## src/design/bounded_ordered_set_defines.svh

```systemverilog
// Assertion macros used by the bounded ordered set top level.
// Has no dependencies; include it by its bare file name.
`ifndef BOUNDED_ORDERED_SET_DEFINES_SVH
`define BOUNDED_ORDERED_SET_DEFINES_SVH

// Property must hold at every rising clock edge outside reset.
`define BOS_ASSERT(lbl, clk, rst, prop, msg) \
   lbl: assert property (@(posedge clk) disable iff (rst) prop) else $error(msg);

// Condition must never be seen at a rising clock edge outside reset.
`define BOS_NEVER(lbl, clk, rst, cond, msg) \
   lbl: assert property (@(posedge clk) disable iff (rst) !(cond)) else $error(msg);

`endif

```

## src/design/bos_pkg.sv

```systemverilog
// Shared types and constants for the bounded ordered set.
// No dependencies; used by bos_cell and bounded_ordered_set.
package bos_pkg;

   localparam int CAPACITY = 8;
   localparam int CNT_W    = $clog2(CAPACITY + 1);
   localparam int LIM_W    = (CNT_W > 4) ? CNT_W : 4;
   localparam int VALUE_W  = 32;

   localparam logic [3:0] CAP_LIMIT_RESET = 4'd8;

   typedef logic [VALUE_W-1:0] value_type;
   typedef logic [CNT_W-1:0]   count_type;

   typedef enum logic [1:0] {
      OP_INSERT = 2'd0,
      OP_REMOVE = 2'd1,
      OP_QUERY  = 2'd2
   } op_type;

   typedef enum logic [1:0] {
      ST_DONE      = 2'd0,
      ST_DUPLICATE = 2'd1,
      ST_FULL      = 2'd2,
      ST_NOT_FOUND = 2'd3
   } status_type;

   // Per-cell control from the top level.
   typedef struct packed {
      logic live;    // cell index lies below the fill count
      logic remove;  // a remove transaction is accepted this cycle
      logic insert;  // this cell is the append slot of an accepted insert
   } cell_ctl_type;

endpackage

```

## src/design/bounded_ordered_set.sv

```systemverilog
// Top level of the bounded ordered set: a row of storage cells, fill count,
// capacity register and the result register. Depends on bos_pkg, bos_cell
// and bounded_ordered_set_defines.svh.
`include "bounded_ordered_set_defines.svh"

// The block keeps up to CAPACITY signed 32-bit values in insertion order in
// a row of cells. Each request transaction carries an operation in tuser
// (insert, remove or membership query; the unused code acts as a query) and
// the value in tdata. Every request produces exactly one response giving a
// status, a found flag and the entry count after the operation. All cells
// compare the value in parallel and a hit chain running along the row finds
// the first match; on a remove, that cell and every later one take the value
// of their right-hand neighbour, so the set compacts in the same cycle.
// A request is therefore resolved in the cycle it is accepted, and the response appears in the
// result register on the next edge; a new request is taken every cycle as
// long as the result register is empty or being emptied. The capacity limit
// register may be written only while the block is idle; values above
// CAPACITY are treated as CAPACITY, and lowering it below the current count
// keeps the entries but drops inserts until removes make room.
module bounded_ordered_set (
   input  logic        clock,
   input  logic        reset,
   input  logic        req_tvalid,
   output logic        req_tready,
   input  logic [31:0] req_tdata,  // [31:0] value (signed)
   input  logic [1:0]  req_tuser,  // [1:0] op
   output logic        rsp_tvalid,
   input  logic        rsp_tready,
   output logic [7:0]  rsp_tdata,  // [1:0] status, [2] found, [6:3] entry_count, [7] zero
   input  logic        csr_we,
   input  logic [3:0]  csr_wdata   // capacity_limit
);
   import bos_pkg::*;

   logic [3:0]   cap_limit_ff;
   count_type    count_ff;
   count_type    count_in;
   logic         rsp_valid_ff;
   logic         rsp_valid_in;
   logic [7:0]   rsp_data_ff;
   logic [7:0]   rsp_data_in;

   logic [LIM_W-1:0] eff_limit;
   logic             room;
   logic             req_fire;
   op_type           op;
   status_type       status;
   logic             hit_any;
   logic             is_insert;
   logic             is_remove;
   logic             do_insert;
   logic             do_remove;

   logic      hit_chain [CAPACITY+1];
   value_type cell_entry [CAPACITY];

   // The response register decouples the two sides: a new request enters
   // whenever the held response is absent or leaves in this cycle.
   assign req_tready = !rsp_valid_ff || rsp_tready;
   assign req_fire   = req_tvalid && req_tready;
   assign op         = op_type'(req_tuser);

   assign eff_limit = (LIM_W'(cap_limit_ff) > LIM_W'(CAPACITY)) ?
                      LIM_W'(CAPACITY) : LIM_W'(cap_limit_ff);
   assign room      = LIM_W'(count_ff) < eff_limit;

   assign is_insert = (op == OP_INSERT);
   assign is_remove = (op == OP_REMOVE);
   assign hit_chain[0] = 1'b0;
   assign hit_any      = hit_chain[CAPACITY];
   assign do_insert    = req_fire && is_insert && !hit_any && room;
   assign do_remove    = req_fire && is_remove && hit_any;

   // The row of cells; the last cell shifts in zero, which is never read
   // because the count drops on the same edge.
   for (genvar i = 0; i < CAPACITY; i++) begin : g_cell
      cell_ctl_type ctl;
      value_type    next_entry;

      assign ctl.live   = count_type'(i) < count_ff;
      assign ctl.remove = req_fire && is_remove;
      assign ctl.insert = do_insert && (count_ff == count_type'(i));

      if (i == CAPACITY - 1) begin : g_tail
         assign next_entry = '0;
      end else begin : g_body
         assign next_entry = cell_entry[i+1];
      end

      bos_cell u_cell (
         .clock      (clock),
         .ctl        (ctl),
         .value      (req_tdata),
         .next_entry (next_entry),
         .hit_in     (hit_chain[i]),
         .hit_out    (hit_chain[i+1]),
         .entry      (cell_entry[i])
      );
   end

   // Status of the current request.
   always_comb begin
      case (op)
         OP_INSERT: begin
            if (hit_any) begin
               status = ST_DUPLICATE;
            end else if (!room) begin
               status = ST_FULL;
            end else begin
               status = ST_DONE;
            end
         end
         default: begin
            // Remove, query and the unused code all report presence.
            status = hit_any ? ST_DONE : ST_NOT_FOUND;
         end
      endcase
   end

   always_comb begin
      count_in = count_ff;
      if (do_insert) begin
         count_in = count_ff + count_type'(1);
      end else if (do_remove) begin
         count_in = count_ff - count_type'(1);
      end
   end

   always_comb begin
      rsp_valid_in = rsp_valid_ff;
      rsp_data_in  = rsp_data_ff;
      if (req_fire) begin
         rsp_valid_in = 1'b1;
         rsp_data_in  = {1'b0, 4'(count_in), hit_any, status};
      end else if (rsp_tready) begin
         rsp_valid_in = 1'b0;
      end
   end

   always_ff @(posedge clock) begin
      if (reset) begin
         cap_limit_ff <= CAP_LIMIT_RESET;
         count_ff     <= '0;
         rsp_valid_ff <= 1'b0;
      end else begin
         if (csr_we) begin
            cap_limit_ff <= csr_wdata;
         end
         count_ff     <= count_in;
         rsp_valid_ff <= rsp_valid_in;
      end
   end

   always_ff @(posedge clock) begin
      rsp_data_ff <= rsp_data_in;
   end

   assign rsp_tvalid = rsp_valid_ff;
   assign rsp_tdata  = rsp_data_ff;

   // The fill count can never pass the number of cells.
   `BOS_NEVER(a_count_bound, clock, reset, count_ff > count_type'(CAPACITY), "count above capacity")
   // An accepted insert with a done status grows the set by exactly one.
   `BOS_ASSERT(a_insert_grows, clock, reset, (req_fire && is_insert && status == ST_DONE) |=> (count_ff == $past(count_ff) + count_type'(1)), "insert did not grow count")
   // A full drop never coincides with a hit.
   `BOS_NEVER(a_full_no_hit, clock, reset, rsp_valid_ff && rsp_data_ff[1:0] == ST_FULL && rsp_data_ff[2], "full status with found set")
   // A successful remove shrinks the set by one.
   `BOS_ASSERT(a_remove_shrinks, clock, reset, do_remove |=> (count_ff == $past(count_ff) - count_type'(1)), "remove did not shrink count")

endmodule

```

## src/design/bos_cell.sv

```systemverilog
// One storage cell of the ordered set: a stored value, its compare and shift.
// Depends on bos_pkg.
module bos_cell (
   input  logic                 clock,
   input  bos_pkg::cell_ctl_type ctl,
   input  bos_pkg::value_type   value,
   input  bos_pkg::value_type   next_entry,
   input  logic                 hit_in,
   output logic                 hit_out,
   output bos_pkg::value_type   entry
);
   import bos_pkg::*;

   value_type entry_ff;
   value_type entry_in;

   // The hit chain marks this cell and every cell after the first match.
   assign hit_out = hit_in | (ctl.live & (entry_ff == value));
   assign entry   = entry_ff;

   always_comb begin
      entry_in = entry_ff;
      if (ctl.remove && hit_out) begin
         entry_in = next_entry;
      end else if (ctl.insert) begin
         entry_in = value;
      end
   end

   always_ff @(posedge clock) begin
      entry_ff <= entry_in;
   end

endmodule

```

## config.mk

```make
export PLATFORM = sky130hd
export DESIGN_NAME = bounded_ordered_set
export DESIGN_NICKNAME = d
export VERILOG_FILES = /design/src/design/bos_pkg.sv /design/src/design/bounded_ordered_set.sv /design/src/design/bos_cell.sv
export VERILOG_INCLUDE_DIRS = /design/src /design/src/design
export SDC_FILE = /design/constraint.sdc
export NUM_CORES = 1
export LEC_CHECK = 0
export ABC_CLOCK_PERIOD_IN_PS = 3800
export BUFFER_PORTS_ARGS = -buffer_cell sky130_fd_sc_hd__buf_2
export CAP_MARGIN = 40
export CORE_ASPECT_RATIO = 0.9
export CORE_MARGIN = 2
export CORE_UTILIZATION = 50
export DETAILED_ROUTE_END_ITERATION = 6
export PLACE_DENSITY = 0.67
export REMOVE_ABC_BUFFERS = 1
export SYNTH_ARGS = -nofsm -noshare
export SYNTH_HDL_FRONTEND = slang
export SYNTH_SLANG_ARGS = --single-unit
```

## constraint.sdc

```tcl
create_clock -name clock -period 3.8 [get_ports clock]
set_input_delay 0 -clock clock [delete_from_list [all_inputs] [get_ports clock]]
set_output_delay 0 -clock clock [all_outputs]
set_load 0.05 [all_outputs]
```

[Yosys cells after proc, flatten, opt, wreduce, memory -nomap -nowiden]
Index checks and enable logic that the tools add are counted.
Word-level totals
  input bits: 43
  output and inout bits: 10
  word-level logic and storage cells: 112
  flip-flop bits (word level): 272
Operators by class
  eq/ne operators: 16
  add/sub/neg operators: 2
  multiplexer cells: 23
  reductions and logical operators: 34
  bitwise gates (word level): 15
  order comparisons: 10
Operator list (count)
  $mux 32: 14
  $eq 32x32->1: 8
  $logic_and 1x1->1: 21
  $eq 4x3->1 const B: 4
  $lt 3x4->1 const A: 4
  $reduce_bool 2->1: 8
  $mux 4: 3
  $and 1x1->1: 8
  $eq 4x2->1 const B: 2
  $lt 1x4->1 const A: 2
  $lt 2x4->1 const A: 2
  $mux 2: 4
  $or 1x1->1: 7
  $add 4x1->4 const B: 1
  $eq 4x1->1 const B: 1
  $gt 4x4->1 const B: 1
  $logic_not 4->1: 1
  $lt 4x4->1: 1
  $sub 4x1->4 const B: 1
  $eq 2x1->1 const B: 1
  $logic_not 1->1: 2
  $logic_not 2->1: 1
  $mux 1: 2
  $logic_or 1x1->1: 1

[Depth between registers and ports, before layout]
  depth after elaboration: 15
  gate-level depth with buffers: 13
  mapped depth without buffers: 10

[By module]
Synthesis repeated with hierarchy kept, for this count alone.
Second synthesis, totals
  cells, all modules: 2570
  area, all modules: 22591.7 µm²
By module, submodules not included
  bos_cell: area each 2692.6 µm², times used 8, cells each 307
  bounded_ordered_set: area each 1051.0 µm², times used 1, cells each 114

[Least setup slack after synthesis]
Ideal clock, no wire load.
  path kind: flip-flop to flip-flop
  start: register rsp_valid_ff, in the netlist rsp_tvalid
  end: register g_cell[3].u_cell.entry_ff[0] (enable)
  buffers on the path: 2
  arrival: 3.035 ns
  slack: 0.287 ns
  stages on the path, launching flop included: 9
  library setup time: 0.478 ns
  period minus slack after synthesis: 3.513 ns
  cells stage by stage: dfxtp_1 > nand2b_1 > and2_1 > nand3b_1 > clkbuf_1 > inv_1 > nand2_1 > buf_2 > nand2_1
On the way
  longest elaborated chain between the ends: 8
RTL lines
  from (decl): line bounded_ordered_set.sv:38  | logic rsp_valid_ff;
  from (signal assigned): line bounded_ordered_set.sv:150  | rsp_valid_ff <= rsp_valid_in;
  $logic_not 1->1 *: line bounded_ordered_set.sv:59  | assign req_tready = !rsp_valid_ff || rsp_tready;
  $logic_or 1x1->1 *: line bounded_ordered_set.sv:59
  net req_tready: line bounded_ordered_set.sv:24  | output logic req_tready,
  $logic_and 1x1->1 *: line bounded_ordered_set.sv:60  | assign req_fire = req_tvalid && req_tready;
  net req_fire: line bounded_ordered_set.sv:45  | logic req_fire;
  $logic_and 1x1->1 (3 in a row): line bounded_ordered_set.sv:71  | assign do_insert = req_fire && is_insert && !hit_any && room;
  $logic_and 1x1->1: line bounded_ordered_set.sv:82  | assign ctl.insert = do_insert && (count_ff == count_type'(i));
  $reduce_bool 2->1 (no line) *
  to (signal assigned): line bos_cell.sv:31  | entry_ff <= entry_in;
  to (decl): line bos_cell.sv:14  | value_type entry_ff;
The timed path passes the listed nets; every way through them passes the cells marked *.
A chain may end at the register's enable or synchronous reset.

[Final worst setup path]
  start: register g_cell[1].u_cell.entry_ff[23]
  end: register g_cell[5].u_cell.entry_ff[18] (enable)
On the way
  longest elaborated chain between the ends: 14
RTL lines
  from (decl): line bos_cell.sv:14
  from (signal assigned): line bos_cell.sv:31
  $eq 32x32->1 *: line bos_cell.sv:18  | assign hit_out = hit_in | (ctl.live & (entry_ff == value));
  $and 1x1->1 *: line bos_cell.sv:18
  $or 1x1->1 * (5 in a row): line bos_cell.sv:18
  $or 1x1->1 (2 in a row): line bos_cell.sv:18
  $logic_not 1->1: line bounded_ordered_set.sv:71
  $logic_and 1x1->1 (2 in a row): line bounded_ordered_set.sv:71
  $logic_and 1x1->1: line bounded_ordered_set.sv:82
  $reduce_bool 2->1 (no line) *
  to (signal assigned): line bos_cell.sv:31
  to (decl): line bos_cell.sv:14
Every way passes the cells marked *; elsewhere a longest branch is shown, timed or not.

==> metrics.txt <==
status=finished, final reports clean; wire per inst=24.3 microns; crit share post-route=between 90% and 100%; Worst setup SP type=flop; Worst Skew=between 0.02 and 0.025 ns; layout cells sized above 1=between 15 and 20%; Crit. End Element=flop; post-DP HPWL=30,200 microns; Design Area, Final=between 15,000 and 20,000 sq um; worst path arrival time=between 3 and 4 ns; row cnt=59; R2R Setup Slk=0.28 ns; mux cell area share after synthesis=13.9%; vias per cell=5.75; max-slew violations=0; antenna violations before repair=0; sw power=between 1500 and 2000 uW; CP max FO=32; most common cell after layout, fill and taps aside=edfxtp_1; GPL Wtd Cong=around 0.96; FMAX=between 0.2 and 0.3 GHz; CTS tree=built; Worst Max-Slew Pin Slew=between 0.8 and 0.9 ns; complex-gate fraction of the synthesized area=under 10%; Iteration-0 DRC Markers=roughly 1,200; clock root buffer=clkbuf_16; most frequent cells in the layout=edfxtp_1, xor2_1, o21ai_0; Port Buffer Count=51; first-pass GRT wire length=just over 60,000 microns; main combinational cell family by area after synthesis=XOR/XNOR gates; starting density of the core=50.8%; Pwr Total=6530 uW; cells after synthesis=approximately 1,200; area of the die=30,800 sq um; chip width=between 150 and 200 microns; met2 Use GR=about two fifths; Mapped Avg Cell Area=12.1 sq um; nets@finish=roughly 1,300; setup TNS=0 ns; xor and xnor fraction of the mapped netlist area=~15%; Post-synth ARST share=0%; Post-Syn Area=roughly 15,000 sq um; Req. time, crit path=between 3 and 4 ns; Cell Pwr Density=between 300 and 400 nW/um^2; Comb pwr share=8.3%; DRT Pass-1 Iters=7; Syn. warnings=0; internal power=5030 uW; Clock Tree Buf Depth=3; Yosys top cell by area=edfxtp_1; Post-CTS Setup Bufs=0; vias in the first global route=9,584; vias post-DR=9,856; slew margin rel.=45.1%; H-tree level count=1; HP Class=in2reg; DP Area=roughly 15,000 sq um; library cells used by synthesis=48; Seq pwr share=approximately half; I/O pin cnt=53; TritonCTS Sinks=about 270; #FFs+latches synth=~270; Clk pin slew, worst setup/hold paths=0.06 ns; largest net degree at the start of global routing=60; ys flop type=edfxtp_1; final setup vio count=0; unrepaired setup endpoints after global routing=false; adder-cell share of the synthesized area=less than 1%; die extent in y=~170 microns; GR Util met1=38.9%; core area=roughly 29,000 sq um; part of the Yosys area used for sequential elements=between 50% and 60%; Remaining Overflow, GRT=0; number of flops mapped to enable cells by yosys=between 200 and 250; Top Usage Layer GRT=met2; clk_lat worst skew=roughly 0.55 ns; post-route antenna net violation count=0; switching share of power=23.0%; Clk pwr share=between 40% and 50%; Total GRT Usage=between 20% and 30%; fin crit period=between 3 and 4 ns; Crit Path Category=reg2reg; post-synth top area share=between 40% and 50%; Synth area leaders=edfxtp_1, xor2_1, mux2_2; detailed-route DRC error count=0; post-synthesis simple-gate area fraction=~7.6%; final hold violation count=0; Worst VDD drop=0.298 mV; static leakage power=0.00613 uW; area grow syn2layout=14.2%; met3 Track Usage GR=6.19%; Detailed Route WL=about 42,000 microns; Ant. Diodes=0; CTS Buf Count=29; max-cap viol count=0
-- flip-flops by register name (all words and copies together) (netlist names) --
signal and flops:
count_ff 4, cap_limit_ff 4, g_cell.u_cell.entry 256, rsp_tdata 7, rsp_tvalid 1
-- cell usage after synthesis (2+ instances only) --
cell type and n:
xor2_1 210, nand2_1 92, edfxtp_1 231, a21o_1 2, nor4_1 48, nor2b_1 4, buf_6 9, nand2b_1 2
and2_1 4, and3_1 4, o21ai_0 118, mux2i_1 39, or3_1 2, a31o_2 5, xnor2_1 48, a21oi_4 2
nand4_1 21, nor2_1 16, buf_2 44, nor3_1 12, mux2_2 95, nand3_1 9, inv_1 35, clkbuf_1 26
a21oi_1 4, buf_4 9, dfxtp_1 41, ha_1 8, mux2_1 52
-- area by class of cell --
cell class / count / area [sq um]
sequential: 272 / 7760
timing repair buffer: 144 / 1160
tap: 396 / 495
inverter: 36 / 140
clock inverter: 7 / 57.6
fill: 2417 / 12100
clock buffer: 46 / 840
multi-input combinational: 814 / 6350
-- power by group through the flow --
stage                     Clock (uW)  Sequential, uW  Combinational [uW]
after floorplan                    0            3340                 235
after global placement             0            3330                 491
after detailed placement           0            3330                 494
after CTS                       2760            3260                 534
after global routing            2870            3260                 577
final                           2730            3260                 541
-- repair_timing --
action / CTS / global route
endpoints found under the hold margin: 38 / 0
hold buffers: 42 / 0
gates resized for setup: 0 / 0
-- stage by stage --
step / cells / utilization, % / setup WS [ns] / hold WS, ns
2_1_floorplan: 1122 / - / -3.69 / 0.0691
4_1_cts: 1715 / 58.1 / 0.297 / 0.000736
3_3_place_gp: 1619 / 53.4 / 0.382 / 0.220
6_report: 1715 / 58.1 / 0.279 / 0.0235
5_1_grt: 1715 / 58.1 / 0.0155 / 0.0340
3_5_place_dp: 1620 / 53.5 / 0.335 / 0.227
-- worst paths after layout --
check,from,endpoint,cells past startpoint
max reg2reg,g_cell[1].u_cell.entry[23],g_cell[5].u_cell.entry[18],8
min,req_tdata[18],g_cell[7].u_cell.entry[18],3
min reg2reg,g_cell[7].u_cell.entry[28],g_cell[7].u_cell.entry[28],2
max,g_cell[1].u_cell.entry[23],g_cell[5].u_cell.entry[18],8
-- layer usage --
| layer | vias to the layer above | routed length (microns) |
|---|---|---|
| met4 | 0 | 1360 |
| li1 | 4497 | - |
| met3 | 76 | 3710 |
| met5 | - | 0 |
| met2 | 395 | 18400 |
| met1 | 4888 | 18200 |
-- cell families after synthesis --
family	after synthesis
AO/OA/AOI/OAI	139
XOR/XNOR	258
adder cells (fa/ha/maj)	8
buffers and inverters	125
flip-flops	272
multiplexers	186
other	1
AND/OR/NAND/NOR	222
-- critical path: stages (launching register included) --
cell and delay (ns):
edfxtp_1 0.40, xor2_1 0.16, nor4_1 0.68, nand4_1 0.28, nor4_2 0.27, nor3_2 0.13, and3_1 0.29, a21oi_4 0.21
a41o_2 0.68
Power figures use the tool's default switching activity.
